### config.mk
export PLATFORM = sky130hd
export DESIGN_NAME = extended_euclid_gcd
export DESIGN_NICKNAME = d
export VERILOG_FILES = /design/src/design/eeg_pkg.sv /design/src/design/extended_euclid_gcd.sv /design/src/design/eeg_sub_unit.sv /design/src/design/eeg_mac_unit.sv
export SDC_FILE = /design/constraint.sdc
export NUM_CORES = 2
export LEC_CHECK = 0
export BUFFER_PORTS_ARGS = -buffer_cell sky130_fd_sc_hd__buf_2
export CORE_AREA = 2 2 245 247
export CTS_CLUSTER_SIZE = 8
export DETAILED_ROUTE_END_ITERATION = 8
export DIE_AREA = 0 0 247 249
export PLACE_DENSITY = 0.82
export SYNTH_ARGS = -nofsm -noshare
export SYNTH_HDL_FRONTEND = slang
export SYNTH_SLANG_ARGS = --single-unit
### constraint.sdc
create_clock -name clk_i -period 26.1 [get_ports clk_i]
set_input_delay 3.915 -clock clk_i [delete_from_list [all_inputs] [get_ports clk_i]]
set_output_delay 3.915 -clock clk_i [all_outputs]
set_load 0.05 [all_outputs]
### src/design/eeg_pkg.sv
// Shared constants, types and helpers for the extended Euclid GCD block.
package eeg_pkg;

  // Operand and coefficient width
  localparam int unsigned WIDTH = 32;
  // Magnitude and divisor width
  localparam int unsigned MAG_W = WIDTH - 1;
  // Alignment shift count width
  localparam int unsigned SHIFT_W = $clog2(MAG_W);
  // Stream data widths, padded to whole bytes
  localparam int unsigned IN_DATA_W  = ((2 * WIDTH + 7) / 8) * 8;
  localparam int unsigned OUT_DATA_W = ((MAG_W + 2 * WIDTH + 7) / 8) * 8;
  // Full product width of quotient times coefficient
  localparam int unsigned PROD_W = MAG_W + WIDTH;

  // Result of the shared compare and subtract unit
  typedef struct packed {
    logic             ge;    // minuend is not below subtrahend
    logic [MAG_W-1:0] diff;  // low bits of the difference
  } sub_res_t;

  // Magnitude of a two's complement operand; the most negative value saturates
  function automatic logic [MAG_W-1:0] magnitude(logic [WIDTH-1:0] raw);
    logic [WIDTH-1:0] neg;
    neg = -raw;
    if (!raw[WIDTH-1]) begin
      return raw[MAG_W-1:0];
    end else if (raw == {1'b1, {MAG_W{1'b0}}}) begin
      return {MAG_W{1'b1}};
    end else begin
      return neg[MAG_W-1:0];
    end
  endfunction

endpackage

### src/design/extended_euclid_gcd.sv
// Top level of the extended Euclid GCD block: sequencer and working registers.
//
// Slave stream: tdata carries value_a and value_b, two's complement operands
// whose magnitudes are used. Master stream: tdata carries divisor, the gcd of
// the magnitudes, with Bezout coefficients coef_a and coef_b such that
// |value_a|*coef_a + |value_b|*coef_b = divisor.
// One transfer in gives exactly one transfer out. After an input transfer the
// block is busy: tready stays low until the result has been placed in the
// output register. Each quotient step of the Euclid recursion runs a shift
// up and shift down restoring division on one shared compare and subtract
// unit, then the two coefficient updates in turn on one shared multiplier,
// then a test of the new remainder.
// A result waiting in the output register does not stop the next input
// transfer; the next result waits in the sequencer until the receiver takes
// the previous one. Reset empties the output register and returns the
// sequencer to idle with tready high.
module extended_euclid_gcd (
  input  logic                          clk_i,
  input  logic                          rst_ni,
  // value_a [WIDTH-1:0], value_b [2*WIDTH-1:WIDTH]
  input  logic [eeg_pkg::IN_DATA_W-1:0]  s_axis_tdata_i,
  input  logic                          s_axis_tvalid_i,
  output logic                          s_axis_tready_o,
  // divisor [MAG_W-1:0], coef_a next WIDTH bits, coef_b next WIDTH bits, zero pad
  output logic [eeg_pkg::OUT_DATA_W-1:0] m_axis_tdata_o,
  output logic                          m_axis_tvalid_o,
  input  logic                          m_axis_tready_i
);

  typedef enum logic [2:0] {
    ST_IDLE,
    ST_CHECK,
    ST_UP,
    ST_DOWN,
    ST_MUL_S,
    ST_MUL_T,
    ST_DONE
  } state_e;

  localparam int unsigned PAD_W = eeg_pkg::OUT_DATA_W - eeg_pkg::MAG_W - 2 * eeg_pkg::WIDTH;

  state_e                        state_q;
  logic [eeg_pkg::MAG_W-1:0]     r0_q, r1_q, dsr_q, quot_q;
  logic [eeg_pkg::SHIFT_W-1:0]   shift_q;
  logic [eeg_pkg::WIDTH-1:0]     s0_q, s1_q, t0_q, t1_q;
  logic                          swap_q;
  logic                          out_valid_q;
  logic [eeg_pkg::OUT_DATA_W-1:0] out_data_q;

  logic [eeg_pkg::MAG_W-1:0]     mag_a, mag_b;
  logic [eeg_pkg::MAG_W:0]       sub_operand;
  eeg_pkg::sub_res_t             sub_res;
  logic [eeg_pkg::WIDTH-1:0]     mac_acc, mac_coef, mac_res;
  logic                          in_xfer;
  logic                          out_free;
  logic [eeg_pkg::WIDTH-1:0]     res_coef_a, res_coef_b;

  assign mag_a    = eeg_pkg::magnitude(s_axis_tdata_i[eeg_pkg::WIDTH-1:0]);
  assign mag_b    = eeg_pkg::magnitude(s_axis_tdata_i[2*eeg_pkg::WIDTH-1:eeg_pkg::WIDTH]);
  assign in_xfer  = s_axis_tvalid_i && s_axis_tready_o;
  assign out_free = !out_valid_q || m_axis_tready_i;

  // Compare against the doubled divisor while aligning, the divisor itself after
  assign sub_operand = (state_q == ST_UP) ? {dsr_q, 1'b0} : {1'b0, dsr_q};

  eeg_sub_unit u_sub (
    .minuend_i    (r0_q),
    .subtrahend_i (sub_operand),
    .res_o        (sub_res)
  );

  // Share the multiplier between the s and t updates
  assign mac_acc  = (state_q == ST_MUL_T) ? t0_q : s0_q;
  assign mac_coef = (state_q == ST_MUL_T) ? t1_q : s1_q;

  eeg_mac_unit u_mac (
    .acc_i  (mac_acc),
    .quot_i (quot_q),
    .coef_i (mac_coef),
    .res_o  (mac_res)
  );

  // Map coefficients of the larger and smaller magnitude back to the operands
  assign res_coef_a = swap_q ? t0_q : s0_q;
  assign res_coef_b = swap_q ? s0_q : t0_q;

  // Sequencer, working registers and output register
  always_ff @(posedge clk_i or negedge rst_ni) begin
    if (!rst_ni) begin
      state_q     <= ST_IDLE;
      r0_q        <= '0;
      r1_q        <= '0;
      dsr_q       <= '0;
      quot_q      <= '0;
      shift_q     <= '0;
      s0_q        <= '0;
      s1_q        <= '0;
      t0_q        <= '0;
      t1_q        <= '0;
      swap_q      <= 1'b0;
      out_valid_q <= 1'b0;
      out_data_q  <= '0;
    end else begin
      // Drop a taken result unless the sequencer refills the register now
      if (out_valid_q && m_axis_tready_i && (state_q != ST_DONE)) begin
        out_valid_q <= 1'b0;
      end
      case (state_q)
        ST_IDLE: begin
          if (in_xfer) begin
            // Larger magnitude is the dividend; both zero gives zero coefficients
            swap_q <= !(mag_a > mag_b);
            if (mag_a > mag_b) begin
              r0_q <= mag_a;
              r1_q <= mag_b;
            end else begin
              r0_q <= mag_b;
              r1_q <= mag_a;
            end
            s0_q    <= eeg_pkg::WIDTH'((mag_a != '0) || (mag_b != '0));
            s1_q    <= '0;
            t0_q    <= '0;
            t1_q    <= eeg_pkg::WIDTH'(1);
            state_q <= ST_CHECK;
          end
        end
        ST_CHECK: begin
          dsr_q   <= r1_q;
          shift_q <= '0;
          quot_q  <= '0;
          state_q <= (r1_q == '0) ? ST_DONE : ST_UP;
        end
        ST_UP: begin
          // Align the divisor under the leading bit of the dividend
          if (sub_res.ge) begin
            dsr_q   <= {dsr_q[eeg_pkg::MAG_W-2:0], 1'b0};
            shift_q <= shift_q + 1'b1;
          end else begin
            state_q <= ST_DOWN;
          end
        end
        ST_DOWN: begin
          // Restore step: one quotient bit per cycle
          if (sub_res.ge) begin
            r0_q <= sub_res.diff;
          end
          quot_q <= {quot_q[eeg_pkg::MAG_W-2:0], sub_res.ge};
          if (shift_q == '0) begin
            state_q <= ST_MUL_S;
          end else begin
            dsr_q   <= {1'b0, dsr_q[eeg_pkg::MAG_W-1:1]};
            shift_q <= shift_q - 1'b1;
          end
        end
        ST_MUL_S: begin
          s0_q    <= s1_q;
          s1_q    <= mac_res;
          state_q <= ST_MUL_T;
        end
        ST_MUL_T: begin
          // Advance the recursion: remainder becomes the new divisor
          t0_q    <= t1_q;
          t1_q    <= mac_res;
          r0_q    <= r1_q;
          r1_q    <= r0_q;
          state_q <= ST_CHECK;
        end
        ST_DONE: begin
          // Hold the result until the output register is free
          if (out_free) begin
            out_valid_q <= 1'b1;
            out_data_q  <= {{PAD_W{1'b0}}, res_coef_b, res_coef_a, r0_q};
            state_q     <= ST_IDLE;
          end
        end
        default: begin
          state_q <= ST_IDLE;
        end
      endcase
    end
  end

  assign s_axis_tready_o = (state_q == ST_IDLE);
  assign m_axis_tvalid_o = out_valid_q;
  assign m_axis_tdata_o  = out_data_q;

endmodule

### src/design/eeg_sub_unit.sv
// Shared compare and subtract unit for the remainder datapath.
module eeg_sub_unit (
  input  logic [eeg_pkg::MAG_W-1:0] minuend_i,
  input  logic [eeg_pkg::MAG_W:0]   subtrahend_i,
  output eeg_pkg::sub_res_t         res_o
);

  logic [eeg_pkg::MAG_W+1:0] wide_diff;

  // Subtract with one guard bit; the top bit is the borrow
  assign wide_diff = {2'b00, minuend_i} - {1'b0, subtrahend_i};

  assign res_o.ge   = ~wide_diff[eeg_pkg::MAG_W+1];
  assign res_o.diff = wide_diff[eeg_pkg::MAG_W-1:0];

endmodule

### src/design/eeg_mac_unit.sv
// Shared multiply and subtract unit for the Bezout coefficient update.
module eeg_mac_unit (
  input  logic [eeg_pkg::WIDTH-1:0] acc_i,
  input  logic [eeg_pkg::MAG_W-1:0] quot_i,
  input  logic [eeg_pkg::WIDTH-1:0] coef_i,
  output logic [eeg_pkg::WIDTH-1:0] res_o
);

  logic [eeg_pkg::PROD_W-1:0] prod;

  // Coefficients wrap modulo 2^WIDTH, so only the low product bits matter
  assign prod  = eeg_pkg::PROD_W'(quot_i) * eeg_pkg::PROD_W'(coef_i);
  assign res_o = acc_i - prod[eeg_pkg::WIDTH-1:0];

endmodule

==> results.yml <==
clocking:
  clk_latency_ps: 660
  htree_levels: 2
  cts_tree: "done"
  holdBufCountCts: 0
  cts_root_buffer: "clkbuf_16"
  cts_resized: 0
  cts.clk_slew.worst_paths_ps: 50
  clock_sinks: 357
  clockBufferDepth: 3
  cts_buffers: 51
  cts_setup_buffers: 0
routing:
  wl_per_cell_um: 21.38
  drt-vias-per-instance: 6.269
  first_pass_iters: 6
  route.detailed.drc: 0
  postRouteWirelength_um: 106300
  ant_nets: 0
  vias: 31180
  drt_iter0_drc: 2774
logic_synthesis:
  synthesis.area_um2: 38020
  synth.avg_cell_area_um2: 9.087
  synth_edf_count: 0
  yosysMostFrequentCell: "nand2_1"
  ys_warn_count: 0
  synth-seq-area-share: 0.2350
  synth-async-reset-ratio: 1.000
  synth_top_area_frac: 0.2350
  synth_cells: 4184
  ys_top_cells_by_count: "nand2_1, inv_1, fa_1"
  synth_area_leaders: "dfrtp_1, fa_1, nand2_1, ha_1, mux2i_1"
  synthFlopType: "dfrtp_1"
  synth.ff_latch_count: 357
  yosysTopAreaCell: "dfrtp_1"
  syn-num-nets: 4889
  ys_types: 76
floorplan:
  die_x_um: 247
  core_area_um2: 58690
  die_h_um: 249
  ios: 166
  start_util: 0.6479
  core.rowCount: 89
  dieArea_um2: 61500
place:
  pre_cts_ws_ps: 15400
  portBuffers: 164
  post_dp_cell_area_um2: 39290
  routabilityCongestion: 0.9667
  hpwl_um: 77920
  dp_cells: 4913
critical_path:
  end_kind: "register"
  critPathMaxStageDelay_ps: 1070
  crit_required_ps: 26550
  path_class: "reg2reg"
  worstSetupStartpointType: "register"
  cp_slowest_cell: "dfrtp_2"
  crit_buf_inv: 3
  cpMostUsedCell: "fa_1"
  cp.arrival_ps: 11630
  worstPathMaxFanout: 62
  crit_family: "adder cells"
layout:
  final_area_um2: 40730
  fin_util: 0.6941
  stdcell_count: 4974
  drive_gt1_frac: 0.09574
  area_growth_pct: 7.128
  nNetsFinal: 4898
sta:
  fmax_ghz: 0.08946
  relSlewSlack: 0.1944
  period_needed_ps: 11180
  hold_viol: 0
  setup_tns_ps: 0
  rsz0062_at_grt: "false"
  period_share: 0.4283
  worst_hold_slack_ps: 470.0
  finClkSkew_ps: 95.53
  setup_ws_ps: 14920
  drv_slew: 0
  setup_viol: 0
  worst_pin_slew_ps: 1178
power:
  power-per-cell-area_nw_per_um2: 133.7
  power_mw: 5.447
  vdd_drop_max_v: 0.0001358
  cellLeakagePower_nw: 19.14
global_route:
  grtUsageTotal: 0.3516
  grt_pass1_vias: 32140
  grt_pass1_wl_um: 170800
  grt_antenna_before_repair: 4
  grt_max_degree: 160
  overflow: 0
outcome:
  outcome: "finished, final reports clean"
hold_path:
  hp-class: "reg2reg"
flow_run:
  maxCapViolations: 0
-- flip-flops by register name (all words and copies together) (netlist names) --
signal / flops
shift_q: 5
r0_q: 31
state_q: 3
m_axis_tvalid_o: 1
dsr_q: 31
s0_q: 32
t1_q: 32
t0_q: 32
s1_q: 32
swap_q: 1
m_axis_tdata_o: 95
quot_q: 31
r1_q: 31
-- routing by layer --
metal / wire length, µm / track usage / vias to the layer above
li1: - / - / 13760
met3: 7729 / 0.05710 / 404
met5: 13 / 0 / -
met1: 38510 / 0.4173 / 15540
met4: 7795 / 0.2282 / 2
met2: 52300 / 0.5902 / 1476
-- area by class of cell --
cell class	instances	area (µm²)
Multi-Input combinational cell	3110	26450
Fill cell	4498	17950
Sequential cell	357	8942
Inverter	467	1753
Clock buffer	53	1284
Timing Repair Buffer	206	1171
Tap cell	773	967.2
Clock inverter	6	155.1
Antenna cell	2	5.005
-- worst paths after layout --
check | start | end | slack, ps | cells past startpoint
min reg2reg | m_axis_tdata_o[40]$_DFFE_PN0P_ | m_axis_tdata_o[40]$_DFFE_PN0P_ | 470 | 2
min | m_axis_tdata_o[40]$_DFFE_PN0P_ | m_axis_tdata_o[40]$_DFFE_PN0P_ | 470 | 2
min in group asynchronous | rst_ni | m_axis_tdata_o[46]$_DFFE_PN0P_ | 3370 | 1
max in group asynchronous | rst_ni | state_q[1]$_DFFE_PN0P_ | 20950 | 2
max reg2reg | state_q[0]$_DFFE_PN0P_ | s1_q[31]$_DFFE_PN0P_ | 14920 | 25
max | state_q[0]$_DFFE_PN0P_ | s1_q[31]$_DFFE_PN0P_ | 14920 | 25
-- where the power goes --
part | switching (mW) | internal, mW | total, mW
Combinational | 2.36 | 1.43 | 3.79
Clock | 0.254 | 0.366 | 0.621
Sequential | 0.273 | 0.767 | 1.04
Total | 2.88 | 2.56 | 5.45
-- worst reg2reg max path, delay by kind of cell, from the launching register on --
kind | cells | cell delay (ps)
flip-flops | 1 | 1070
adder cells (fa/ha/maj) | 9 | 3940
AO/OA/AOI/OAI | 7 | 3160
buffers and inverters | 3 | 790
XOR/XNOR | 1 | 190
AND/OR/NAND/NOR | 5 | 1890
-- cell usage in the layout, fill, tap and decap left out, types with 6 or more instances in the layout --
master,count
nand2_1,669
inv_1,466
fa_1,445
dfrtp_1,354
o21ai_0,220
and2_1,216
ha_1,192
mux2i_1,189
buf_2,163
nor2_1,162
xnor2_1,107
mux2_2,102
a21oi_1,96
nand3_1,87
a21o_1,59
a22o_1,58
a211oi_1,51
clkbuf_16,51
a31oi_1,43
nor2b_1,41
buf_4,40
xor2_1,37
nor3_1,28
o31ai_1,27
nand4_1,24
a22oi_1,23
or4_1,22
nand2b_1,20
nor4_1,18
and3_1,17
o21a_1,16
or3_1,15
or2_2,11
nor3b_1,10
o211ai_1,9
o22ai_1,8
o311ai_0,6
a32oi_1,6
-- logic make-up (layout without fill, tap and decap cells) --
family	after synthesis	after routing	synth area share
AO/OA/AOI/OAI	674	674	0.1151
XOR/XNOR	145	145	0.03376
adder cells (fa/ha/maj)	638	638	0.2977
buffers and inverters	717	732	0.07088
flip-flops	357	357	0.2350
multiplexers	291	291	0.07997
other	1	3	0.00009863
AND/OR/NAND/NOR	1361	1361	0.1675
Power figures use the tool's default switching activity.
